File: config.mk
export PLATFORM = sky130hd
export DESIGN_NAME = ms_adpcm_stereo_decoder_flat
export DESIGN_NICKNAME = d
export VERILOG_FILES = /design/src/sv/msad_pkg.sv /design/src/sv/msad_if.sv /design/src/sv/msad_chan.sv /design/src/sv/msad_oq.sv /design/src/sv/msad_dec.sv /design/src/sv/ms_adpcm_stereo_decoder.sv /design/src/flat_wrapper.sv
export SDC_FILE = /design/constraint.sdc
export NUM_CORES = 2
export LEC_CHECK = 0
export ABC_AREA = 1
export BUFFER_PORTS_ARGS = -buffer_cell sky130_fd_sc_hd__buf_4
export CORE_ASPECT_RATIO = 0.9
export CORE_MARGIN = 1
export CORE_UTILIZATION = 40
export DETAILED_ROUTE_END_ITERATION = 10
export SKIP_CTS_REPAIR_TIMING = 1
export SKIP_LAST_GASP = 1
export SLEW_MARGIN = 20
export SYNTH_ARGS = -nofsm -noshare
export SYNTH_HDL_FRONTEND = slang
export SYNTH_SLANG_ARGS = --single-unit
export TNS_END_PERCENT = 1
File: constraint.sdc
create_clock -name clk -period 28.3 [get_ports clk]
set_input_delay 5.66 -clock clk [delete_from_list [all_inputs] [get_ports clk]]
set_output_delay 5.66 -clock clk [all_outputs]
set_load 0.05 [all_outputs]
File: src/sv/msad_pkg.sv
// Shared types, constants and tables for the stereo MS ADPCM decoder.
// No dependencies; used by every other file of the block.
`default_nettype none

package msad_pkg;

	// Field widths
	localparam int SPB_W    = 14;
	localparam int BYTE_W   = 8;
	localparam int SAMPLE_W = 16;
	localparam int POS_W    = 4;
	localparam int PIDX_W   = 3;

	// Defaults
	localparam int DEF_MAX_BLOCK_PAIRS = 8192;
	localparam logic [SPB_W-1:0] SPB_RESET = 14'd1012;

	// Byte positions in a block
	localparam logic [POS_W-1:0] POS_PIDX_L   = 4'd0;
	localparam logic [POS_W-1:0] POS_PIDX_R   = 4'd1;
	localparam logic [POS_W-1:0] POS_STEP_L   = 4'd3;
	localparam logic [POS_W-1:0] POS_STEP_R   = 4'd5;
	localparam logic [POS_W-1:0] POS_NEW_L    = 4'd7;
	localparam logic [POS_W-1:0] POS_NEW_R    = 4'd9;
	localparam logic [POS_W-1:0] POS_OLD_L    = 4'd11;
	localparam logic [POS_W-1:0] POS_HDR_LAST = 4'd13;
	localparam logic [POS_W-1:0] POS_DATA     = 4'd14;

	localparam logic [PIDX_W-1:0] PIDX_MAX = 3'd6;
	localparam logic signed [SAMPLE_W-1:0] STEP_FLOOR = 16'sd16;
	localparam logic signed [SAMPLE_W-1:0] SAMPLE_MAX = 16'sh7fff;
	localparam logic signed [SAMPLE_W-1:0] SAMPLE_MIN = 16'sh8000;

	// Output queue depth
	localparam int OQ_DEPTH = 4;

	// One result beat
	typedef struct packed {
		logic signed [SAMPLE_W-1:0] left_sample;
		logic signed [SAMPLE_W-1:0] right_sample;
		logic                       last_of_block;
		logic                       bad_predictor;
	} pair_t;

	// Up to two beats pushed in one cycle
	typedef struct packed {
		logic [1:0] num;
		pair_t      d0;
		pair_t      d1;
	} push_t;

	// Per-channel decoder state
	typedef struct packed {
		logic [PIDX_W-1:0]          pidx;
		logic signed [SAMPLE_W-1:0] step;
		logic signed [SAMPLE_W-1:0] newest;
		logic signed [SAMPLE_W-1:0] older;
	} chan_t;

	// Step adaptation factors (x/256)
	function automatic logic [9:0] adapt_f(input logic [3:0] nib);
		logic [9:0] r;
		case (nib)
			4'd4, 4'd12: r = 10'd307;
			4'd5, 4'd11: r = 10'd409;
			4'd6, 4'd10: r = 10'd512;
			4'd7, 4'd9:  r = 10'd614;
			4'd8:        r = 10'd768;
			default:     r = 10'd230;
		endcase
		return r;
	endfunction

	// Predictor coefficient for the newest sample
	function automatic logic signed [10:0] coef_a_f(input logic [PIDX_W-1:0] p);
		logic signed [10:0] r;
		case (p)
			3'd0:    r = 11'sd256;
			3'd1:    r = 11'sd512;
			3'd2:    r = 11'sd0;
			3'd3:    r = 11'sd192;
			3'd4:    r = 11'sd240;
			3'd5:    r = 11'sd460;
			default: r = 11'sd392;
		endcase
		return r;
	endfunction

	// Predictor coefficient for the older sample
	function automatic logic signed [9:0] coef_b_f(input logic [PIDX_W-1:0] p);
		logic signed [9:0] r;
		case (p)
			3'd0:    r = 10'sd0;
			3'd1:    r = -10'sd256;
			3'd2:    r = 10'sd0;
			3'd3:    r = 10'sd64;
			3'd4:    r = 10'sd0;
			3'd5:    r = -10'sd208;
			default: r = -10'sd232;
		endcase
		return r;
	endfunction

endpackage

`default_nettype wire

File: src/sv/msad_if.sv
// Valid/ready channel interfaces: byte input and stereo pair output.
// Depends on msad_pkg for field widths.
`default_nettype none

interface msad_byte_if;
	logic                          valid;
	logic                          ready;
	logic [msad_pkg::BYTE_W-1:0]   data_byte;

	modport source (output valid, output data_byte, input ready);
	modport sink   (input valid, input data_byte, output ready);
endinterface

interface msad_pair_if;
	logic                                 valid;
	logic                                 ready;
	logic signed [msad_pkg::SAMPLE_W-1:0] left_sample;
	logic signed [msad_pkg::SAMPLE_W-1:0] right_sample;
	logic                                 last_of_block;
	logic                                 bad_predictor;

	modport source (output valid, output left_sample, output right_sample,
		output last_of_block, output bad_predictor, input ready);
	modport sink   (input valid, input left_sample, input right_sample,
		input last_of_block, input bad_predictor, output ready);
endinterface

`default_nettype wire

File: src/sv/msad_chan.sv
// One channel's nibble update: prediction, clamp and step adaptation.
// Pure combinational; depends on msad_pkg.
`default_nettype none

module msad_chan (
	input  wire msad_pkg::chan_t   cur,
	input  wire logic [3:0]        nib,
	output msad_pkg::chan_t        nxt
);

	logic [msad_pkg::PIDX_W-1:0] p;
	logic signed [26:0] pa;
	logic signed [26:0] pb;
	logic signed [27:0] acc;
	logic signed [27:0] acc_adj;
	logic signed [19:0] pred;
	logic signed [3:0]  sn;
	logic signed [19:0] dq;
	logic signed [20:0] s;
	logic signed [15:0] s_clamp;
	logic signed [10:0] ad_s;
	logic signed [26:0] sp;
	logic signed [26:0] sp_adj;
	logic signed [15:0] st16;

	// prediction, truncated toward zero
	assign p       = (cur.pidx > msad_pkg::PIDX_MAX) ? msad_pkg::PIDX_MAX : cur.pidx;
	assign pa      = 27'(cur.newest) * 27'(msad_pkg::coef_a_f(p));
	assign pb      = 27'(cur.older) * 27'(msad_pkg::coef_b_f(p));
	assign acc     = 28'(pa) + 28'(pb);
	assign acc_adj = acc + (acc[27] ? 28'sd255 : 28'sd0);
	assign pred    = acc_adj[27:8];

	// add scaled nibble and clamp to 16 bits
	assign sn = $signed(nib);
	assign dq = 20'(cur.step) * 20'(sn);
	assign s  = 21'(pred) + 21'(dq);

	always_comb begin
		if (s > 21'(msad_pkg::SAMPLE_MAX)) begin
			s_clamp = msad_pkg::SAMPLE_MAX;
		end else if (s < 21'(msad_pkg::SAMPLE_MIN)) begin
			s_clamp = msad_pkg::SAMPLE_MIN;
		end else begin
			s_clamp = s[15:0];
		end
	end

	// step adaptation: scale, truncate, wrap to 16 bits, floor
	assign ad_s   = $signed({1'b0, msad_pkg::adapt_f(nib)});
	assign sp     = 27'(cur.step) * 27'(ad_s);
	assign sp_adj = sp + (sp[26] ? 27'sd255 : 27'sd0);
	assign st16   = sp_adj[23:8];

	always_comb begin
		nxt.pidx   = cur.pidx;
		nxt.step   = (st16 < msad_pkg::STEP_FLOOR) ? msad_pkg::STEP_FLOOR : st16;
		nxt.newest = s_clamp;
		nxt.older  = cur.newest;
	end

endmodule

`default_nettype wire

File: src/sv/msad_oq.sv
// Small output queue: takes up to two result beats a cycle, sends one when the sink is ready.
// Depends on msad_pkg and msad_if.
`default_nettype none

module msad_oq (
	input  wire                  clk,
	input  wire                  arst_n,
	input  wire msad_pkg::push_t push,
	output logic                 room,
	msad_pair_if.source          pair_out
);

	localparam int IDX_W = $clog2(msad_pkg::OQ_DEPTH);
	localparam int CNT_W = $clog2(msad_pkg::OQ_DEPTH + 1);

	msad_pkg::pair_t  mem_q [msad_pkg::OQ_DEPTH];
	logic [IDX_W-1:0] wr_q;
	logic [IDX_W-1:0] rd_q;
	logic [CNT_W-1:0] cnt_q;
	logic             pop;
	logic [IDX_W-1:0] wr_p1;
	msad_pkg::pair_t  head;

	assign pop   = pair_out.valid && pair_out.ready;
	assign wr_p1 = wr_q + IDX_W'(1);
	// space for a two-beat push regardless of the sink
	assign room  = cnt_q <= CNT_W'(msad_pkg::OQ_DEPTH - 2);

	// storage
	always_ff @(posedge clk) begin
		if (push.num != 2'd0) begin
			mem_q[wr_q] <= push.d0;
		end
		if (push.num == 2'd2) begin
			mem_q[wr_p1] <= push.d1;
		end
	end

	// pointers and fill count
	always_ff @(posedge clk or negedge arst_n) begin
		if (!arst_n) begin
			wr_q  <= '0;
			rd_q  <= '0;
			cnt_q <= '0;
		end else begin
			wr_q  <= wr_q + IDX_W'(push.num);
			if (pop) begin
				rd_q <= rd_q + IDX_W'(1);
			end
			cnt_q <= cnt_q + CNT_W'(push.num) - CNT_W'(pop);
		end
	end

	// head beat
	assign head                   = mem_q[rd_q];
	assign pair_out.valid         = cnt_q != '0;
	assign pair_out.left_sample   = head.left_sample;
	assign pair_out.right_sample  = head.right_sample;
	assign pair_out.last_of_block = head.last_of_block;
	assign pair_out.bad_predictor = head.bad_predictor;

endmodule

`default_nettype wire

File: src/sv/msad_dec.sv
// Input register, block header parser and per-byte stereo decode.
// Depends on msad_pkg, msad_if and msad_chan.
`default_nettype none

module msad_dec #(
	parameter int MAX_BLOCK_PAIRS = msad_pkg::DEF_MAX_BLOCK_PAIRS
) (
	input  wire                            clk,
	input  wire                            arst_n,
	input  wire [msad_pkg::SPB_W-1:0]      samples_per_block,
	input  wire                            room,
	output msad_pkg::push_t                push,
	msad_byte_if.sink                      byte_in
);

	localparam int PAIR_W = $clog2(MAX_BLOCK_PAIRS + 1);
	localparam int CMP_W  = (PAIR_W > msad_pkg::SPB_W) ? PAIR_W : msad_pkg::SPB_W;

	// input stage
	logic                        valid_s1;
	logic [msad_pkg::BYTE_W-1:0] byte_s1;
	logic                        go;

	// block state
	logic [msad_pkg::POS_W-1:0]  pos_q;
	logic [PAIR_W-1:0]           pairs_q;
	logic [msad_pkg::BYTE_W-1:0] latch_q;
	logic                        perr_q;
	msad_pkg::chan_t             ch_q [2];

	// next-state
	logic [msad_pkg::POS_W-1:0]  pos_d;
	logic [PAIR_W-1:0]           pairs_d;
	logic [msad_pkg::BYTE_W-1:0] latch_d;
	logic                        perr_d;
	msad_pkg::chan_t             ch_d [2];
	msad_pkg::chan_t             dec_l;
	msad_pkg::chan_t             dec_r;

	logic [CMP_W-1:0]            spb_c;
	logic [CMP_W-1:0]            blk_len;
	logic [PAIR_W-1:0]           pairs_inc;
	logic                        bad_idx;
	logic [msad_pkg::PIDX_W-1:0] idx_clamped;
	logic signed [15:0]          word;

	assign go            = valid_s1 && room;
	assign byte_in.ready = !valid_s1 || go;

	// input register
	always_ff @(posedge clk or negedge arst_n) begin
		if (!arst_n) begin
			valid_s1 <= 1'b0;
		end else if (byte_in.valid && byte_in.ready) begin
			valid_s1 <= 1'b1;
		end else if (go) begin
			valid_s1 <= 1'b0;
		end
	end

	always_ff @(posedge clk) begin
		if (byte_in.valid && byte_in.ready) begin
			byte_s1 <= byte_in.data_byte;
		end
	end

	// effective block length
	assign spb_c = CMP_W'(samples_per_block);
	always_comb begin
		if (spb_c < CMP_W'(2)) begin
			blk_len = CMP_W'(2);
		end else if (spb_c > CMP_W'(MAX_BLOCK_PAIRS)) begin
			blk_len = CMP_W'(MAX_BLOCK_PAIRS);
		end else begin
			blk_len = spb_c;
		end
	end

	// data byte: high nibble left, low nibble right
	msad_chan u_chan_l (.cur(ch_q[0]), .nib(byte_s1[7:4]), .nxt(dec_l));
	msad_chan u_chan_r (.cur(ch_q[1]), .nib(byte_s1[3:0]), .nxt(dec_r));

	assign pairs_inc   = pairs_q + PAIR_W'(1);
	assign bad_idx     = byte_s1 > 8'(msad_pkg::PIDX_MAX);
	assign idx_clamped = bad_idx ? msad_pkg::PIDX_MAX : byte_s1[msad_pkg::PIDX_W-1:0];
	assign word        = $signed({byte_s1, latch_q});

	// header parse and decode
	always_comb begin
		pos_d    = pos_q;
		pairs_d  = pairs_q;
		latch_d  = latch_q;
		perr_d   = perr_q;
		ch_d[0]  = ch_q[0];
		ch_d[1]  = ch_q[1];
		push.num = 2'd0;
		push.d0  = '0;
		push.d1  = '0;

		case (pos_q)
			msad_pkg::POS_PIDX_L: begin
				ch_d[0].pidx = idx_clamped;
				perr_d       = bad_idx;
				pos_d        = pos_q + 4'd1;
			end
			msad_pkg::POS_PIDX_R: begin
				ch_d[1].pidx = idx_clamped;
				perr_d       = perr_q | bad_idx;
				pos_d        = pos_q + 4'd1;
			end
			msad_pkg::POS_STEP_L: begin
				ch_d[0].step = word;
				pos_d        = pos_q + 4'd1;
			end
			msad_pkg::POS_STEP_R: begin
				ch_d[1].step = word;
				pos_d        = pos_q + 4'd1;
			end
			msad_pkg::POS_NEW_L: begin
				ch_d[0].newest = word;
				pos_d          = pos_q + 4'd1;
			end
			msad_pkg::POS_NEW_R: begin
				ch_d[1].newest = word;
				pos_d          = pos_q + 4'd1;
			end
			msad_pkg::POS_OLD_L: begin
				ch_d[0].older = word;
				pos_d         = pos_q + 4'd1;
			end
			msad_pkg::POS_HDR_LAST: begin
				// older pair, then newest pair
				ch_d[1].older = word;
				push.num = 2'd2;
				push.d0.left_sample   = ch_q[0].older;
				push.d0.right_sample  = word;
				push.d0.last_of_block = 1'b0;
				push.d0.bad_predictor = perr_q;
				push.d1.left_sample   = ch_q[0].newest;
				push.d1.right_sample  = ch_q[1].newest;
				push.d1.last_of_block = blk_len == CMP_W'(2);
				push.d1.bad_predictor = perr_q;
				if (blk_len == CMP_W'(2)) begin
					pos_d   = msad_pkg::POS_PIDX_L;
					pairs_d = '0;
				end else begin
					pos_d   = msad_pkg::POS_DATA;
					pairs_d = PAIR_W'(2);
				end
			end
			msad_pkg::POS_DATA: begin
				ch_d[0]  = dec_l;
				ch_d[1]  = dec_r;
				push.num = 2'd1;
				push.d0.left_sample   = dec_l.newest;
				push.d0.right_sample  = dec_r.newest;
				push.d0.last_of_block = CMP_W'(pairs_inc) >= blk_len;
				push.d0.bad_predictor = perr_q;
				if (CMP_W'(pairs_inc) >= blk_len) begin
					pos_d   = msad_pkg::POS_PIDX_L;
					pairs_d = '0;
				end else begin
					pairs_d = pairs_inc;
				end
			end
			default: begin
				// low byte of a header word
				latch_d = byte_s1;
				pos_d   = pos_q + 4'd1;
			end
		endcase

		if (!go) begin
			push.num = 2'd0;
		end
	end

	// block state registers
	always_ff @(posedge clk or negedge arst_n) begin
		if (!arst_n) begin
			pos_q   <= msad_pkg::POS_PIDX_L;
			pairs_q <= '0;
			latch_q <= '0;
			perr_q  <= 1'b0;
			ch_q[0] <= '0;
			ch_q[1] <= '0;
		end else if (go) begin
			pos_q   <= pos_d;
			pairs_q <= pairs_d;
			latch_q <= latch_d;
			perr_q  <= perr_d;
			ch_q[0] <= ch_d[0];
			ch_q[1] <= ch_d[1];
		end
	end

endmodule

`default_nettype wire

File: src/sv/ms_adpcm_stereo_decoder.sv
// Top level of the stereo MS ADPCM block decoder.
// Depends on msad_pkg, msad_if, msad_dec and msad_oq.
//
//   channel     dir  beat contents
//   byte_in     in   data_byte (one stream byte)
//   pair_out    out  left_sample, right_sample, last_of_block, bad_predictor
//   cfg_we/data in   samples_per_block write
//
// One byte is taken per cycle while the output queue has room; a byte is held in
// the input register and its result beats are written into a four-entry output queue.
// The last header byte pushes two beats; other header bytes push none.
// Bytes stall only when the output queue holds more than two beats.
// Reset clears the block state to the start of a header; samples_per_block
// resets to 1012.
`default_nettype none

module ms_adpcm_stereo_decoder #(
	parameter int MAX_BLOCK_PAIRS = msad_pkg::DEF_MAX_BLOCK_PAIRS
) (
	input  wire                        clk,
	input  wire                        arst_n,
	input  wire                        cfg_we,
	input  wire [msad_pkg::SPB_W-1:0]  cfg_data,
	msad_byte_if.sink                  byte_in,
	msad_pair_if.source                pair_out
);

	logic [msad_pkg::SPB_W-1:0] spb_q;
	msad_pkg::push_t            push;
	logic                       room;

	// samples_per_block register
	always_ff @(posedge clk or negedge arst_n) begin
		if (!arst_n) begin
			spb_q <= msad_pkg::SPB_RESET;
		end else if (cfg_we) begin
			spb_q <= cfg_data;
		end
	end

	msad_dec #(
		.MAX_BLOCK_PAIRS(MAX_BLOCK_PAIRS)
	) u_dec (
		.clk              (clk),
		.arst_n           (arst_n),
		.samples_per_block(spb_q),
		.room             (room),
		.push             (push),
		.byte_in          (byte_in)
	);

	msad_oq u_oq (
		.clk     (clk),
		.arst_n  (arst_n),
		.push    (push),
		.room    (room),
		.pair_out(pair_out)
	);

endmodule

`default_nettype wire

File: src/flat_wrapper.sv
// flat-port wrapper written by rule: the top's interface ports become plain ports
module ms_adpcm_stereo_decoder_flat 
#(
	parameter int MAX_BLOCK_PAIRS = msad_pkg::DEF_MAX_BLOCK_PAIRS
)
  (clk, arst_n, cfg_we, cfg_data, byte_in_valid, byte_in_data_byte, byte_in_ready, pair_out_valid, pair_out_left_sample, pair_out_right_sample, pair_out_last_of_block, pair_out_bad_predictor, pair_out_ready);
  msad_byte_if byte_in_i ();
  msad_pair_if pair_out_i ();
  input  wire clk;
  input  wire arst_n;
  input  wire cfg_we;
  input  wire [msad_pkg::SPB_W-1:0] cfg_data;
  input wire logic [$bits(byte_in_i.valid)-1:0] byte_in_valid;
  input wire logic [$bits(byte_in_i.data_byte)-1:0] byte_in_data_byte;
  output wire logic [$bits(byte_in_i.ready)-1:0] byte_in_ready;
  output wire logic [$bits(pair_out_i.valid)-1:0] pair_out_valid;
  output wire logic [$bits(pair_out_i.left_sample)-1:0] pair_out_left_sample;
  output wire logic [$bits(pair_out_i.right_sample)-1:0] pair_out_right_sample;
  output wire logic [$bits(pair_out_i.last_of_block)-1:0] pair_out_last_of_block;
  output wire logic [$bits(pair_out_i.bad_predictor)-1:0] pair_out_bad_predictor;
  input wire logic [$bits(pair_out_i.ready)-1:0] pair_out_ready;
  assign byte_in_i.valid = byte_in_valid;
  assign byte_in_i.data_byte = byte_in_data_byte;
  assign byte_in_ready = byte_in_i.ready;
  assign pair_out_valid = pair_out_i.valid;
  assign pair_out_left_sample = pair_out_i.left_sample;
  assign pair_out_right_sample = pair_out_i.right_sample;
  assign pair_out_last_of_block = pair_out_i.last_of_block;
  assign pair_out_bad_predictor = pair_out_i.bad_predictor;
  assign pair_out_i.ready = pair_out_ready;
  ms_adpcm_stereo_decoder #(.MAX_BLOCK_PAIRS(MAX_BLOCK_PAIRS)) u_core (.clk(clk), .arst_n(arst_n), .cfg_we(cfg_we), .cfg_data(cfg_data), .byte_in(byte_in_i), .pair_out(pair_out_i));
endmodule
==> metrics.txt <==
Root Driver=clkbuf_16; Clock Latency Late Sink=0.58 ns; clock skew=0.0306 ns; top cells by count, synth=inv_1, nand2_1, fa_1; Layout area overhead=6.33%; Max-slew headroom=33.7%; critical path class=reg2reg; number of vias per cell=5.06; fin cells=8636; FP Rows=127; CP most frequent cell=nand2_1; #FFs+latches synth=309; ant diodes=0; Final setup viols=0; Remaining DRCs=0; clk buf depth=3; drt wl/cell=18.2 microns; WL final=157 mm; Reg clk slew, reported paths=0.06 ns; slew at the pin with the worst max-slew slack=0.993 ns; RePlAce Congestion=0.953; Hold Startpoint=u_core.spb_q[7]; die height=350 microns; Placed Cells incl. Taps=8570; CTS sink count=309; Yosys top cell area share=30.8%; via count=43700; max-cap viol count=0; WP buf/inv=10; Syn Nets=8292; number of global-route vias before repair=43800; worst-case reg-to-reg path depth=54; synth top area cells=fa_1, ha_1, inv_1; Detailed Routing Iterations Pass 1=6; IO buf count=62; core area=133000 sq um; initial core utilization=40.4%; mapped cell area=53900 sq um; hpwl dp=128 mm; Die X=389 microns; peak per-stage delay on the critical path=0.81 ns; final net count=8220; Ports=63; cell with the most instances after synthesis=inv_1; DIE AREA=136000 sq um; CTS buffer count=36; maximum clock frequency=79.8 MHz; Seq/Total Area, Yosys=15.6%; R2R Setup Slk=15.77 ns; CTS tree=built; CP max-delay cell=a21oi_2; Fillers=13500; Mapped Cells=6939; worst hold-check path type=reg2reg; Reg-to-Reg End=u_core.u_oq.mem_q[3][29]; DR iter-0 viols=3755; Synth area leader=fa_1; critical path's top delay family=adder cells; Post-Syn Area per Cell=7.77 sq um; largest net degree at the start of global routing=89; H-Tree Level Count=2; WHS Path Cells=2; Post-synth EDFFs=144; initial antenna violation count=2; GRT overflow=0; R2R Path Start=u_core.u_dec.ch_q[101]; ANT nets after route=0; RSZ-0062 raised after global routing=false; status=complete, no violations; Main synth FF type=edfxtp_1; fin crit share=44.3%; ys async rst share=48.9%; synth unique cells=64; Worst path depth=54; worst path arrival time=12.97 ns; Startpoint Class=flip-flop; Setup crit end kind=flip-flop; first-pass GRT wire length=251 mm; Req. time, crit path=28.74 ns; Fin. Hold Viols=0; Syn. warnings=0; CP Max Fanout=15; Final TNS setup=0 ns; minimum clock period after layout=12.53 ns; layout cells sized above 1=4.18%; max-slew violations=0; GRT Total Usage=23.5%; Hold EP=u_core.spb_q[7]
how the worst max path moves through the flow:
stage / start / end / slack (ns)
6_report: u_core.u_dec.ch_q[101] / u_core.u_oq.mem_q[3][29] / 15.77
5_1_grt: u_core.u_dec.ch_q[101] / u_core.u_oq.mem_q[0][23] / 14.89
4_1_cts: u_core.u_dec.ch_q[101] / u_core.u_oq.mem_q[3][29] / 15.95
3_5_place_dp: u_core.u_dec.ch_q[101] / u_core.u_oq.mem_q[3][29] / 16.01
3_3_place_gp: u_core.u_dec.ch_q[100] / u_core.u_oq.mem_q[0][29] / 16.07
2_1_floorplan: u_core.u_dec.ch_q[101] / u_core.u_oq.mem_q[0][24] / 18.23
per-stage QoR:
step | hold WS [ns] | cell area [sq um] | setup WS (ns) | utilization [%]
after floorplan | 0.465 | 53900 | 18.23 | -
after global placement | 0.496 | 56100 | 16.07 | 42.0
after detailed placement | 0.507 | 56100 | 16.01 | 42.0
after CTS | 0.512 | 57300 | 15.95 | 42.9
after global routing | 0.540 | 57300 | 14.89 | 42.9
final | 0.504 | 57300 | 15.77 | 42.9
metal layers:
metal / vias up / track usage [%] / routed length [microns]
li1: 20800 / - / -
met1: 21200 / 34.2 / 71000
met2: 1504 / 36.5 / 68900
met3: 181 / 4.30 / 13700
met4: 0 / 4.72 / 3220
met5: - / 0 / 0
worst register-to-register path: cells and delay by family, from the launching register on:
| family | cells | cell delay [ns] |
|---|---|---|
| and+or+nand+nor | 24 | 3.37 |
| AOI/OAI and AO/OA | 7 | 1.86 |
| DFF | 1 | 0.46 |
| xor gates and xnor gates | 1 | 0.25 |
| buffers and inverters | 10 | 1.50 |
| adders and majority gates | 12 | 4.97 |
cells in the final DEF, fill, tap and decap left out, drive strengths merged, types with 9 or more instances in the layout:
cell type	count
inv	1623
fa	829
a21o	15
or2	29
edfxtp	144
o21ai	264
o22ai	38
ha	497
nand3b	16
buf	96
clkbuf	46
a21oi	180
nand4	55
a211oi	17
o21bai	9
a31oi	52
nor2	690
xor2	84
nand2	1634
clkinv	15
nor3	33
nor4	11
o31ai	9
xnor2	56
dfrtp	144
nand3	243
dfxtp	14
layout make-up:
type / count / area (sq um) / area share, %
clock buffers: 46 / 968 / 1.69
clock inverters: 20 / 230 / 0.402
inverters: 1623 / 6090 / 10.6
multi-input cells: 4801 / 38700 / 67.6
flip-flops and latches: 309 / 8390 / 14.6
well taps: 1741 / 2180 / 3.80
repair buffers: 96 / 724 / 1.26
flip-flops by register name, indices dropped and copies added, names as in the netlist, 4 cells and up:
signal                      cells
u_core.u_oq.mem_q             136
u_core.u_dec.ch_q             102
u_core.spb_q                   14
u_core.u_dec.pairs_q           14
u_core.u_dec.byte_s1            8
u_core.u_dec.latch_q            8
u_core.u_dec.u_chan_l.ad_s      7
u_core.u_dec.u_chan_r.ad_s      7
u_core.u_dec.pos_q              4
logic make-up after synthesis:
logic type / synth area share (%)
fa+ha+maj: 42.3
simple gates: 20.5
mux: 0.125
compound gates: 6.32
flops: 15.6
buf+inv: 12.8
xor+xnor: 2.30
Power is not shown: default switching activity piles up to over one toggle a cycle in this logic, so the estimate is an artifact.
